File: src/design/csc_pkg.sv
`timescale 1ns / 1ps
// ------------------------------------------------------------------------
// csc_pkg
// shared types and constants of the consonant shrink crossfade core
// ------------------------------------------------------------------------
package csc_pkg;

	// consonant length, index and crossfade weights
	localparam int WEIGHT_BITS   = 16;
	localparam int SHRINK_BITS   = 13;
	localparam int CFG_DATA_BITS = 16;
	localparam int CFG_IDX_BITS  = 1;

	typedef logic [WEIGHT_BITS-1:0] weight_t;

	typedef enum logic [CFG_IDX_BITS-1:0] {
		REG_SHRINK_LEN    = 1'b0,
		REG_CONSONANT_LEN = 1'b1
	} cfg_reg_t;

	typedef enum logic [2:0] {
		ST_IDLE,
		ST_FETCH,
		ST_MAC,
		ST_DIV,
		ST_EMIT
	} state_t;

	// status of a serial arithmetic unit
	typedef struct packed {
		logic busy;
		logic done;
	} unit_sts_t;

endpackage

File: src/design/csc_mac.sv
`timescale 1ns / 1ps
// ------------------------------------------------------------------------
// csc_mac
// bit-serial weighted sum a*wa + x*wb, one weight bit per cycle, msb first
// ------------------------------------------------------------------------
module csc_mac import csc_pkg::*; #(
	parameter int SAMPLE_BITS = 16
) (
	input  logic                                          clk,
	input  logic                                          arst_n,
	input  logic                                          start,
	input  logic signed [SAMPLE_BITS-1:0]                 a,
	input  logic signed [SAMPLE_BITS-1:0]                 x,
	input  weight_t                                       wa,
	input  weight_t                                       wb,
	output unit_sts_t                                     sts,
	output logic signed [SAMPLE_BITS+WEIGHT_BITS:0]       acc
);

	localparam int ACC_BITS = SAMPLE_BITS + WEIGHT_BITS + 1;
	localparam int CNT_BITS = $clog2(WEIGHT_BITS);

	logic                         busy_q;
	logic                         done_q;
	logic [CNT_BITS-1:0]          cnt_q;
	logic signed [SAMPLE_BITS-1:0] a_q;
	logic signed [SAMPLE_BITS-1:0] x_q;
	weight_t                      wa_q;
	weight_t                      wb_q;
	logic signed [ACC_BITS-1:0]   acc_q;
	logic signed [ACC_BITS-1:0]   term_a;
	logic signed [ACC_BITS-1:0]   term_b;
	logic signed [ACC_BITS-1:0]   acc_next;
	logic                         last_step;

	always_comb begin
		term_a    = wa_q[WEIGHT_BITS-1] ? ACC_BITS'(a_q) : '0;
		term_b    = wb_q[WEIGHT_BITS-1] ? ACC_BITS'(x_q) : '0;
		acc_next  = (acc_q <<< 1) + term_a + term_b;
		last_step = (cnt_q == CNT_BITS'(WEIGHT_BITS - 1));
	end

	always_ff @(posedge clk or negedge arst_n) begin
		if (!arst_n) begin
			busy_q <= 1'b0;
			done_q <= 1'b0;
			cnt_q  <= '0;
		end else begin
			done_q <= busy_q && last_step;
			if (start) begin
				busy_q <= 1'b1;
				cnt_q  <= '0;
			end else if (busy_q) begin
				cnt_q <= cnt_q + 1'b1;
				if (last_step) begin
					busy_q <= 1'b0;
				end
			end
		end
	end

	always_ff @(posedge clk) begin
		if (start) begin
			a_q   <= a;
			x_q   <= x;
			wa_q  <= wa;
			wb_q  <= wb;
			acc_q <= '0;
		end else if (busy_q) begin
			acc_q <= acc_next;
			wa_q  <= wa_q << 1;
			wb_q  <= wb_q << 1;
		end
	end

	assign sts.busy = busy_q;
	assign sts.done = done_q;
	assign acc      = acc_q;

endmodule

File: config.mk
export PLATFORM = sky130hd
export DESIGN_NAME = csc_mac
export DESIGN_NICKNAME = d
export VERILOG_FILES = /design/src/design/csc_pkg.sv /design/src/design/csc_mac.sv
export SDC_FILE = /design/constraint.sdc
export NUM_CORES = 1
export LEC_CHECK = 0
export ABC_CLOCK_PERIOD_IN_PS = 4800
export BUFFER_PORTS_ARGS = -buffer_cell sky130_fd_sc_hd__buf_4
export CORE_MARGIN = 2
export CORE_UTILIZATION = 50
export CTS_CLUSTER_DIAMETER = 120
export CTS_CLUSTER_SIZE = 28
export DETAILED_ROUTE_END_ITERATION = 10
export PLACE_DENSITY = 0.77
export SLEW_MARGIN = 20
export SYNTH_ARGS = -nofsm -noshare
export SYNTH_HDL_FRONTEND = slang
export SYNTH_SLANG_ARGS = --single-unit
export TNS_END_PERCENT = 1
File: constraint.sdc
create_clock -name clk -period 4.8 [get_ports clk]
set_clock_uncertainty 0.05 [all_clocks]
set_input_delay 0.24 -clock clk [delete_from_list [all_inputs] [get_ports clk]]
set_output_delay 0.24 -clock clk [all_outputs]
set_load 0.02 [all_outputs]
==> flow_results.org <==
** Floorplanning
- Initial standard-cell utilization of the core :: 51.35%
- Total number of placement rows :: just over 40
- Height of the chip :: between 100 and 150 um
- During I/O placement, the number of pins put on the boundary was slightly above 100.
- In this run the standard cell core region covers 12620 um2.
- The floorplan step defined a die boundary enclosing 13890 um2.
- The die is 117.8 um wide.

** Clock tree
- No sink is reached through more buffers than the 2 on the longest clock path.
- Clock root buffer :: clkbuf_16
- The clock drives between 100 and 150 sinks.
- TritonCTS built the clock tree.
- Clock-pin slew was measured on the worst setup and hold paths at 70 ps.
- H-tree levels :: 3
- Number of buffers created by CTS :: 9
- Clock latency on the worst-skew pair, taken at its later pin, is 350 ps.
- The number of gates resized after CTS was 0.

** Detailed routing
- Before antenna repair, the detailed router went through 5 iterations.
- Sum of routed wire length over all layers :: 14.42 mm
- Initial detailed-routing violation count :: about 260
- Number of vias per cell :: 5.597
- Remaining number of nets flagged by the antenna check after routing :: 0
- For this run, design rule violations remaining after detail routing come to 0.
- Via total after detailed routing :: around 4900
- Drt wl/cell :: around 17 um

** Logic synthesis
- Net count after synthesis :: 740
- Among all flip-flop cells after synthesis, the most frequent one is edfxtp_1.
- After synthesis, the largest area contributor takes up 29.66% of total cell area.
- Post-Synthesis Cells :: 608
- Dividing the synthesized area by the synthesized cell count gives ~11 um2.
- Register bit count reported by yosys :: roughly 100
- Synthesis warning total :: 0
- Yosys mapped a number of flops with a built-in enable equal to 64.
- Post-synth top area cell :: edfxtp_1
- Synthesis instantiated 54 different standard cells from the library.
- For this run, the register share of the synthesized area comes to between 40% and 50%.
- The mapped netlist covers 6480 um2.
- After synthesis, the share of flip-flops with an asynchronous set or reset is 5.825%.
- Cells taking the most area after synthesis :: edfxtp_1 30%, dfxtp_1 10%, ha_1 9.7%

** Global route
- Pin count of the biggest net entering global routing :: 84
- Global route total overflow :: 0
- The first global-routing pass estimated roughly 24 mm of wire.
- Antenna violations before repair :: 0
- Global routing used 21.15% of the available tracks.
- The via count of the first global-routing pass is between 4000 and 5000.

** Layout
- Area of the multi-input gates :: 3578 um2
- Total area of sequential cells :: between 2000 and 3000 um2
- Final antenna diode count :: 0
- The net count of the finished layout is 827.
- Excluding fillers, the count of instances in the completed layout stands at 872.
- Cells fill between 60% and 70% of the core in the end.
- Syn-to-layout area delta :: 18.32%
- Fill cells in the final layout number between 1000 and 1500.
- Cells with a size suffix above 1 make up 23.14% of the layout.

** Flow run
- Max-cap violations in this run came to 0.

** Placement
- # placed instances :: approximately 860
- Dpl hpwl :: 10.54 mm
- Input and output buffers added on the ports amount to just over 100.
- RD Place Congestion :: 0.8875

** Worst setup path
- Worst r2r path cells :: 11
- The worst setup path is launched from a register.
- The worst register-to-register path ends at acc[29].
- The worst setup path is captured at a register.
- In this run the critical register-to-register path is launched from wa_q[15].
- In this run the register-to-register setup slack is about 760 ps.
- CP Launch Point :: wa_q[15]
- STA puts the critical path data required time at 4990 ps.
- Data arrives at the worst endpoint at roughly 4200 ps.
- Along the worst path, the maximum fanout reaches 17.
- The setup path with the least slack is of type register to register.
- In this run the worst setup path terminates at acc[29].

** STA
- RSZ-0062 raised after global routing :: false
- Max-slew violation total from the final report :: 0
- Setup total negative slack on the finished layout was measured at 0 ps.
- The worst path uses 84.10% of the clock period.
- Min cycle time layout :: 4037 ps
- Transition at the pin with the smallest max-transition slack :: approximately 960 ps
- Final setup violation count :: 0
- Timing would allow up to 0.2477 GHz.
- Headroom to the max-slew limit :: ~36%
- The number of hold-slack violations in the final timing report came to 0.
- Final worst hold slack :: 13.81 ps

** Min path
- The path class of the tightest hold or removal check is input pin to register.
- In this run the most critical hold path is launched from a[0].

** Power and ir drop
- Leakage power of the design :: 3.495 nW
- Maximum vdd drop :: 0.0003046 V
- Power density relative to cell area :: 547.7 nW/um2
- Pwr Total :: 0.004200 W

** Status
- The run finished with clean final reports.
==> state kept, by name, summed over array words and instances (netlist names) <==
name and count:
cnt_q 4, done_q 1, x_q 16, acc 33, wb_q 16, wa_q 16, a_q 16, busy_q 1
==> layer usage <==
metal / GRT usage [%] / vias up / wire length, um
li1: - / 2389 / -
met1: 28.28 / 2338 / 6672
met2: 34.12 / 138 / 6713
met3: 4.603 / 16 / 801
met4: 7.229 / 0 / 228
met5: 0 / - / 0
==> how the worst min path moves through the flow <==
stage	to	slack, ps	depth (start not counted)
2_1_floorplan	busy_q	-110	0
3_3_place_gp	busy_q	-3	1
3_5_place_dp	cnt_q[0]	2	1
4_1_cts	x_q[1]	4	1
5_1_grt	x_q[14]	1	1
6_report	a_q[0]	10	1
==> Yosys cell counts (12+ instances only) <==
cell type	instances
dfxtp_1	33
fa_1	15
xnor2_1	32
nor2_1	47
mux2_2	30
nand3_1	16
a21o_1	38
a21oi_1	31
nand4_1	12
mux2i_1	12
clkbuf_1	19
edfxtp_1	64
nand2_1	39
ha_1	50
o21ai_0	19
and2_1	34
==> layout by cell type, fill, tap and decap left out, drive strengths merged, types with 6 or more instances in the layout <==
master / netlist / layout
and2: 34 / 34
clkbuf: 19 / 12
dfrtp: 6 / 6
mux2i: 12 / 12
nand3: 16 / 16
fa: 15 / 15
xor2: 9 / 9
a211oi: 9 / 9
a21o: 38 / 38
inv: 8 / 9
nand2: 39 / 39
ha: 50 / 50
nor2: 47 / 47
a21oi: 31 / 31
edfxtp: 64 / 64
nor3: 7 / 7
xnor2: 32 / 32
o21bai: 8 / 8
nand4: 12 / 12
mux2: 30 / 30
buf: 12 / 106
dfxtp: 33 / 33
o21ai: 27 / 27
==> report_power, final <==
group / leakage, nW / internal, W / total, W / switching (W)
logic: 2.34 / 0.000938 / 0.00218 / 0.00124
registers: 1.01 / 0.00111 / 0.00127 / 0.000160
clock network: 0.143 / 0.000422 / 0.000750 / 0.000328
total: 3.49 / 0.00247 / 0.00420 / 0.00173
==> per-stage QoR <==
| stage | area (um2) | setup slack, ps |
|---|---|---|
| final | 7667 | 763.0 |
| after global routing | 7667 | 421.3 |
| after CTS | 7667 | 756.3 |
| after detailed placement | 7356 | 784.5 |
| after global placement | 7356 | 960.5 |
| after floorplan | 6480 | 1132 |
==> critical path, stage by stage, from the launching register on <==
cell      delay [ps]
edfxtp_1         710
nand2_1          460
buf_4            340
xnor2_1          140
ha_1             270
ha_1             370
and2_1           270
and3_1           240
a221oi_1         330
o21ai_1          140
or3_1            360
a32o_1           240
==> what timing repair did <==
action                                 CTS  global route
hold buffers                             1             0
endpoints found under the hold margin    6             0
setup buffers                            0             0
==> area by class of cell <==
class | instances | share of cell area (%)
flip-flops and latches | 103 | 35.64
well taps | 172 | 2.807
multi-input cells | 465 | 46.67
inverters | 9 | 0.4406
clock buffers | 12 | 3.215
clock inverters | 4 | 0.7180
repair buffers | 107 | 10.51
==> cell families after synthesis <==
| group | Yosys count | share of synthesized area, % |
|---|---|---|
| buffers and inverters | 40 | 2.607 |
| and+or+nand+nor | 174 | 13.03 |
| xor gates and xnor gates | 41 | 5.542 |
| muxes | 42 | 7.067 |
| DFF | 103 | 42.17 |
| adders and majority gates | 65 | 14.29 |
| AOI/OAI and AO/OA | 143 | 15.29 |
Note: power is estimated with default switching activity, not from simulation.
