[config.mk]
export PLATFORM = sky130hd
export DESIGN_NAME = csc_div
export DESIGN_NICKNAME = d
export VERILOG_FILES = /design/src/design/csc_pkg.sv /design/src/design/csc_div.sv
export SDC_FILE = /design/constraint.sdc
export NUM_CORES = 1
export LEC_CHECK = 0
export ABC_CLOCK_PERIOD_IN_PS = 4700
export BUFFER_PORTS_ARGS = -buffer_cell sky130_fd_sc_hd__buf_4
export CELL_PAD_IN_SITES_DETAIL_PLACEMENT = 1
export CELL_PAD_IN_SITES_GLOBAL_PLACEMENT = 2
export CORE_ASPECT_RATIO = 0.7
export CORE_MARGIN = 4
export CORE_UTILIZATION = 34
export CTS_BUF_LIST = sky130_fd_sc_hd__clkbuf_16
export DETAILED_ROUTE_END_ITERATION = 7
export GPL_TIMING_DRIVEN = 0
export HOLD_SLACK_MARGIN = 0.15
export PLACE_DENSITY = 0.8
export SLEW_MARGIN = 20
export SYNTH_ARGS = -nofsm -noshare
export SYNTH_HDL_FRONTEND = slang
export SYNTH_SLANG_ARGS = --single-unit
export TNS_END_PERCENT = 100
[constraint.sdc]
create_clock -name clk -period 4.7 [get_ports clk]
set_input_delay 0.94 -clock clk [delete_from_list [all_inputs] [get_ports clk]]
set_output_delay 0.94 -clock clk [all_outputs]
set_load 0.005 [all_outputs]
[src/design/csc_pkg.sv]
`timescale 1ns / 1ps
// ------------------------------------------------------------------------
// csc_pkg
// shared types and constants of the consonant shrink crossfade core
// ------------------------------------------------------------------------
package csc_pkg;

	// consonant length, index and crossfade weights
	localparam int WEIGHT_BITS   = 16;
	localparam int SHRINK_BITS   = 13;
	localparam int CFG_DATA_BITS = 16;
	localparam int CFG_IDX_BITS  = 1;

	typedef logic [WEIGHT_BITS-1:0] weight_t;

	typedef enum logic [CFG_IDX_BITS-1:0] {
		REG_SHRINK_LEN    = 1'b0,
		REG_CONSONANT_LEN = 1'b1
	} cfg_reg_t;

	typedef enum logic [2:0] {
		ST_IDLE,
		ST_FETCH,
		ST_MAC,
		ST_DIV,
		ST_EMIT
	} state_t;

	// status of a serial arithmetic unit
	typedef struct packed {
		logic busy;
		logic done;
	} unit_sts_t;

endpackage

[src/design/csc_div.sv]
`timescale 1ns / 1ps
// ------------------------------------------------------------------------
// csc_div
// restoring serial divider, one quotient bit per cycle, then round to
// nearest (ties away from zero), restore sign and saturate
// ------------------------------------------------------------------------
module csc_div import csc_pkg::*; #(
	parameter int SAMPLE_BITS = 16
) (
	input  logic                                    clk,
	input  logic                                    arst_n,
	input  logic                                    start,
	input  logic signed [SAMPLE_BITS+WEIGHT_BITS:0] num,
	input  weight_t                                 den,
	output unit_sts_t                               sts,
	output logic signed [SAMPLE_BITS-1:0]           quo
);

	localparam int ACC_BITS = SAMPLE_BITS + WEIGHT_BITS + 1;
	localparam int CNT_BITS = $clog2(SAMPLE_BITS);
	localparam logic signed [SAMPLE_BITS+1:0] SAT_HI = {3'b000, {(SAMPLE_BITS-1){1'b1}}};
	localparam logic signed [SAMPLE_BITS+1:0] SAT_LO = {3'b111, {(SAMPLE_BITS-1){1'b0}}};

	logic                          busy_q;
	logic                          fin_q;
	logic                          done_q;
	logic [CNT_BITS-1:0]           cnt_q;
	logic                          neg_q;
	weight_t                       den_q;
	weight_t                       rem_q;
	logic [SAMPLE_BITS-1:0]        lo_q;
	logic [SAMPLE_BITS-1:0]        q_q;
	logic signed [SAMPLE_BITS-1:0] quo_q;

	logic [ACC_BITS-1:0]           mag;
	logic [WEIGHT_BITS:0]          trial;
	logic [WEIGHT_BITS:0]          trial_sub;
	logic                          ge;
	logic                          round_up;
	logic [SAMPLE_BITS:0]          q_round;
	logic signed [SAMPLE_BITS+1:0] q_signed;
	logic signed [SAMPLE_BITS-1:0] q_sat;
	logic                          last_step;

	always_comb begin
		mag       = num[ACC_BITS-1] ? ACC_BITS'(-num) : ACC_BITS'(num);
		trial     = {rem_q, lo_q[SAMPLE_BITS-1]};
		trial_sub = trial - {1'b0, den_q};
		ge        = (trial >= {1'b0, den_q});
		last_step = (cnt_q == CNT_BITS'(SAMPLE_BITS - 1));
		// round up when twice the remainder reaches the divisor
		round_up  = ({rem_q, 1'b0} >= {1'b0, den_q});
		q_round   = {1'b0, q_q} + {{SAMPLE_BITS{1'b0}}, round_up};
		q_signed  = neg_q ? -$signed({1'b0, q_round}) : $signed({1'b0, q_round});
		if (q_signed > SAT_HI) begin
			q_sat = SAT_HI[SAMPLE_BITS-1:0];
		end else if (q_signed < SAT_LO) begin
			q_sat = SAT_LO[SAMPLE_BITS-1:0];
		end else begin
			q_sat = q_signed[SAMPLE_BITS-1:0];
		end
	end

	always_ff @(posedge clk or negedge arst_n) begin
		if (!arst_n) begin
			busy_q <= 1'b0;
			fin_q  <= 1'b0;
			done_q <= 1'b0;
			cnt_q  <= '0;
		end else begin
			fin_q  <= busy_q && last_step;
			done_q <= fin_q;
			if (start) begin
				busy_q <= 1'b1;
				cnt_q  <= '0;
			end else if (busy_q) begin
				cnt_q <= cnt_q + 1'b1;
				if (last_step) begin
					busy_q <= 1'b0;
				end
			end
		end
	end

	always_ff @(posedge clk) begin
		if (start) begin
			neg_q <= num[ACC_BITS-1];
			den_q <= den;
			// upper part is below the divisor, so the quotient fits in the sample width
			rem_q <= mag[SAMPLE_BITS+WEIGHT_BITS-1:SAMPLE_BITS];
			lo_q  <= mag[SAMPLE_BITS-1:0];
		end else if (busy_q) begin
			rem_q <= ge ? trial_sub[WEIGHT_BITS-1:0] : trial[WEIGHT_BITS-1:0];
			lo_q  <= lo_q << 1;
			q_q   <= {q_q[SAMPLE_BITS-2:0], ge};
		end
		if (fin_q) begin
			quo_q <= q_sat;
		end
	end

	assign sts.busy = busy_q || fin_q;
	assign sts.done = done_q;
	assign quo      = quo_q;

endmodule

==> PnR_summary.wiki <==
{| class="wikitable"
! Metric !! Value
|-
| Number of max-cap violations || 0
|-
| Share of flip-flops with an asynchronous set or reset || 7.955%
|-
| I/O pin cnt || 70
|-
| Netlist cell types || 79
|-
| Register-to-register setup slack || 0.20 ns
|-
| Root Buffer Master || clkbuf_16
|-
| Remaining global-route overflow || 0
|-
| Hold buffer count at CTS || 0
|-
| Area fraction of the dominant cell type after synthesis || 39.89%
|-
| H-tree level count || 3
|-
| Max Fanout on Critical Path || 8
|-
| Fin crit period || 4.498 ns
|-
| Pins Over Slew Limit || 0
|-
| Top cells by area in the synthesized netlist || edfxtp_1, xor2_1, xnor2_1
|-
| Routed length per placed instance || 19.01 um
|-
| Share of total power in sequential cells || roughly a third
|-
| Met2 WL || ~7700 um
|-
| Most common library cell in the layout ignoring fill and taps || buf_4
|-
| DRT antenna net count || 0
|-
| Highest metal layer with signal wires || met4
|-
| Critical path launch point || rem_q[7]$_DFFE_PP_
|-
| Die Width || 168.1 um
|-
| Switching portion of total power || 38.32%
|-
| Placed insts || 904
|-
| Wirelength, routed || ~18000 um
|-
| Total global routing track utilization || 17.47%
|-
| CTS tree || built
|-
| Path depth of the worst reg2reg path || 17
|-
| Cell Area, Placed || 6909 um2
|-
| P_sw || 1.297 mW
|-
| Layout area overhead || 26.53%
|-
| Largest net degree at the start of global routing || 33
|-
| Worst min path class || input port to asynchronous set/reset pin
|-
| Mapped Nets || slightly below 700
|-
| Pre-CTS worst setup slack || -1.000 ns
|-
| Number of global-route vias before repair || 5044
|-
| Die footprint || 20170 um2
|-
| Commonest cells after routing, fill and taps aside || buf_4, edfxtp_1, nor2_1, nand2_1, xor2_1
|-
| Yosys synthesis warning count || 0
|-
| Proportion of power drawn by combinational gates || 47.6%
|-
| Clock sink count || 88
|-
| Number of remaining DRC errors || 0
|-
| Finish-stage setup viols || 0
|-
| Starting Density || roughly a third
|-
| Placed wire-length estimate after detailed placement || 13220 um
|-
| Highest ir drop seen on vdd || 0.0002196 V
|-
| Worst-Margin Slew || 0.8161 ns
|-
| Post-Syn Instances || 604
|-
| Multi-input gate area in the final layout || around 3500 um2
|-
| Cell taking the most area after synthesis || edfxtp_1
|-
| Number of buffers added by the clock tree synthesis step || 9
|-
| WL met3 || approximately 800 um
|-
| Floorplan core area || 17370 um2
|-
| Worst reg2reg startpoint || rem_q[7]$_DFFE_PP_
|-
| Required time at the worst-slack endpoint || roughly 4.9 ns
|-
| EDFF count, synth || 81
|-
| Final Instance Area || between 7000 and 8000 um2
|-
| Element type at the critical path start || flip-flop
|-
| Initial antenna violation count || 0
|-
| Upper clock frequency limit || 222.3 MHz
|-
| Arrival @ worst endpoint || between 4 and 5 ns
|-
| Critical R2R Capture || quo[9]$_SDFFCE_PN1P_
|-
| Routed vias || 5093
|-
| Vias per std cell || around 5.4
|-
| Capturing element of the worst setup path || quo[9]$_SDFFCE_PN1P_
|-
| Setup crit end kind || flip-flop
|-
| Total power density per cell area || between 400 and 500 nW/um2
|-
| Clock transition time at the flip-flop clock pins of the worst setup and hold paths || 0.07 ns
|-
| Leakage component of the power || about 2.9 nW
|-
| Violation count after the first detailed-route iteration || 366
|-
| Hold Vio Cnt, Final || 0
|-
| Most frequently used flop master after synthesis || edfxtp_1
|-
| Worst clock skew || 0.01012 ns
|-
| Mean area per synthesized cell || roughly 10 um2
|-
| Relative slew margins || between 40% and 50%
|-
| I/O Buffers || 69
|-
| First-pass GRT wire length || 27950 um
|-
| Worst skew pair latency || 0.35 ns
|-
| Part of the cycle the worst path needs || between 90% and 100%
|-
| Site Rows || 40
|-
| Worst Path Class, Setup || flip-flop to flip-flop
|-
| Clock network fraction of total power || 19.3%
|-
| Outcome || finished clean
|-
| Power consumption || 3.386 mW
|-
| Flops & latches, synth || 88
|-
| Post-layout util || 44.42%
|-
| Final layout net count || 783
|-
| Synth Cell Area || 6097 um2
|-
| Number of standard cells in the final layout excluding fillers || 945
|-
| Final setup TNS || 0 ns
|-
| Internal Dissipation || 2.088 mW
|-
| Metal-1 WL || 9378 um
|-
| Bufs on Longest Clock Path || 2
|-
| Cell-by-cell trace of the critical path || ha_2 > a21oi_4 > or2_4 > o21a_1 > o21ai_2 > a2111oi_4 > o21ai_2 > ha_4 > ha_4 > buf_6 > and4_1 > a211oi_1 > o221ai_4 > o31ai_4 > xor2_4 > a21oi_4 > o31ai_2
|-
| Cell at the slowest stage of the critical path || a211oi_1
|-
| Share of layout cells above drive strength 1 || 27.45%
|-
| Worst path max stage delay || 0.51 ns
|-
| Final weighted congestion in routability-driven placement || 0.8052
|-
| Sequential area share after synthesis || 42.77%
|-
| Number of inserted diodes || 0
|-
| First-pass DRT Iterations || 5
|-
| Least setup slack across all paths after layout || 0.2020 ns
|-
| Vertical extent of the die || ~120 um
|-
| Hold Worst Slack || 0.3909 ns
|-
| Fill cell count || 1938
|-
| Sequential cell area in the final layout || 2608 um2
|}
[per-layer routing]
layer / global-route usage (%) / vias up
met5: 0 / -
met4: 2.889 / 0
met3: 3.655 / 6
met2: 25.48 / 100
met1: 26.88 / 2531
li1: - / 2456
[Yosys cell counts, types with 3 or more instances]
| cell type | number |
|---|---|
| edfxtp_1 | 81 |
| nor2_1 | 48 |
| nand2_1 | 41 |
| a21oi_1 | 39 |
| xor2_1 | 38 |
| o21ai_0 | 36 |
| xnor2_1 | 34 |
| inv_1 | 32 |
| ha_1 | 21 |
| nand3_1 | 21 |
| mux2i_1 | 17 |
| clkbuf_1 | 13 |
| o31ai_1 | 13 |
| nand4_1 | 11 |
| buf_2 | 8 |
| nor3_1 | 8 |
| nor4_1 | 8 |
| or4_1 | 8 |
| a31oi_1 | 7 |
| dfrtp_1 | 7 |
| nor2b_1 | 7 |
| or2_2 | 7 |
| a21boi_0 | 5 |
| nand2b_1 | 5 |
| o21a_1 | 5 |
| o41ai_1 | 5 |
| a211oi_1 | 4 |
| buf_4 | 4 |
| buf_6 | 4 |
| or3_1 | 4 |
| mux2_2 | 3 |
| nand3b_1 | 3 |
[flip-flops by register name (all words and copies together), names as in the netlist]
name,cells
den_q,16
busy_q,1
quo,16
fin_q,1
rem_q,16
done_q,1
neg_q,1
lo_q,16
q_q,16
cnt_q,4
[area by class of cell]
type,count,share of cell area (%)
plain buffers,30,2.287
clock buffers,9,2.919
clock inverters,7,0.4541
inverters,33,1.606
multi-input cells,454,45.99
flip-flops and latches,88,33.80
well taps,231,3.746
repair buffers,93,9.196
[cell families (layout without fill, tap and decap cells)]
| logic type | Yosys count | in the layout | share of synthesized area, % |
|---|---|---|---|
| AND/OR/NAND/NOR | 192 | 192 | 17.24 |
| AO/OA/AOI/OAI | 146 | 147 | 16.60 |
| flip-flops | 88 | 88 | 42.77 |
| XOR/XNOR | 73 | 73 | 10.61 |
| buffers and inverters | 63 | 172 | 4.802 |
| adder cells (fa/ha/maj) | 22 | 22 | 4.638 |
| multiplexers | 20 | 20 | 3.345 |
[worst max-delay path: cells and delay by family, from the launching register on]
kind	cells	cell delay, ns
buffers and inverters	1	0.13
adders and majority gates	3	0.71
xor gates and xnor gates	1	0.35
DFF	1	0.41
and+or+nand+nor	2	0.39
AOI/OAI and AO/OA	10	2.33
[how the worst min path moves through the flow]
stage	slack (ns)	cells after the start	to	startpoint
2_1_floorplan	0.42	0	q_q[10]$_DFFE_PP_	q_q[9]$_DFFE_PP_
3_3_place_gp	0.43	0	q_q[12]$_DFFE_PP_	q_q[11]$_DFFE_PP_
3_5_place_dp	0.43	0	q_q[12]$_DFFE_PP_	q_q[11]$_DFFE_PP_
4_1_cts	0.39	1	busy_q$_DFF_PN0_	arst_n
5_1_grt	0.38	1	busy_q$_DFF_PN0_	arst_n
6_report	0.39	1	busy_q$_DFF_PN0_	arst_n
[power groups by stage]
stage / sequential [mW] / clock [mW] / combinational, mW
CTS: 1.10 / 0.664 / 1.44
global placement: 1.11 / 0 / 1.29
global route: 1.13 / 0.706 / 1.77
detailed placement: 1.11 / 0 / 1.32
floorplan: 1.08 / 0 / 0.949
finish: 1.12 / 0.655 / 1.61
[timing repair]
action                                  in CTS  in global routing
endpoints found under the setup margin      16                 16
cloned                                       0                  2
resized for setup                           30                 40
buffers inserted                            12                 11
pin swaps                                   14                 21
Power figures use the tool's default switching activity.
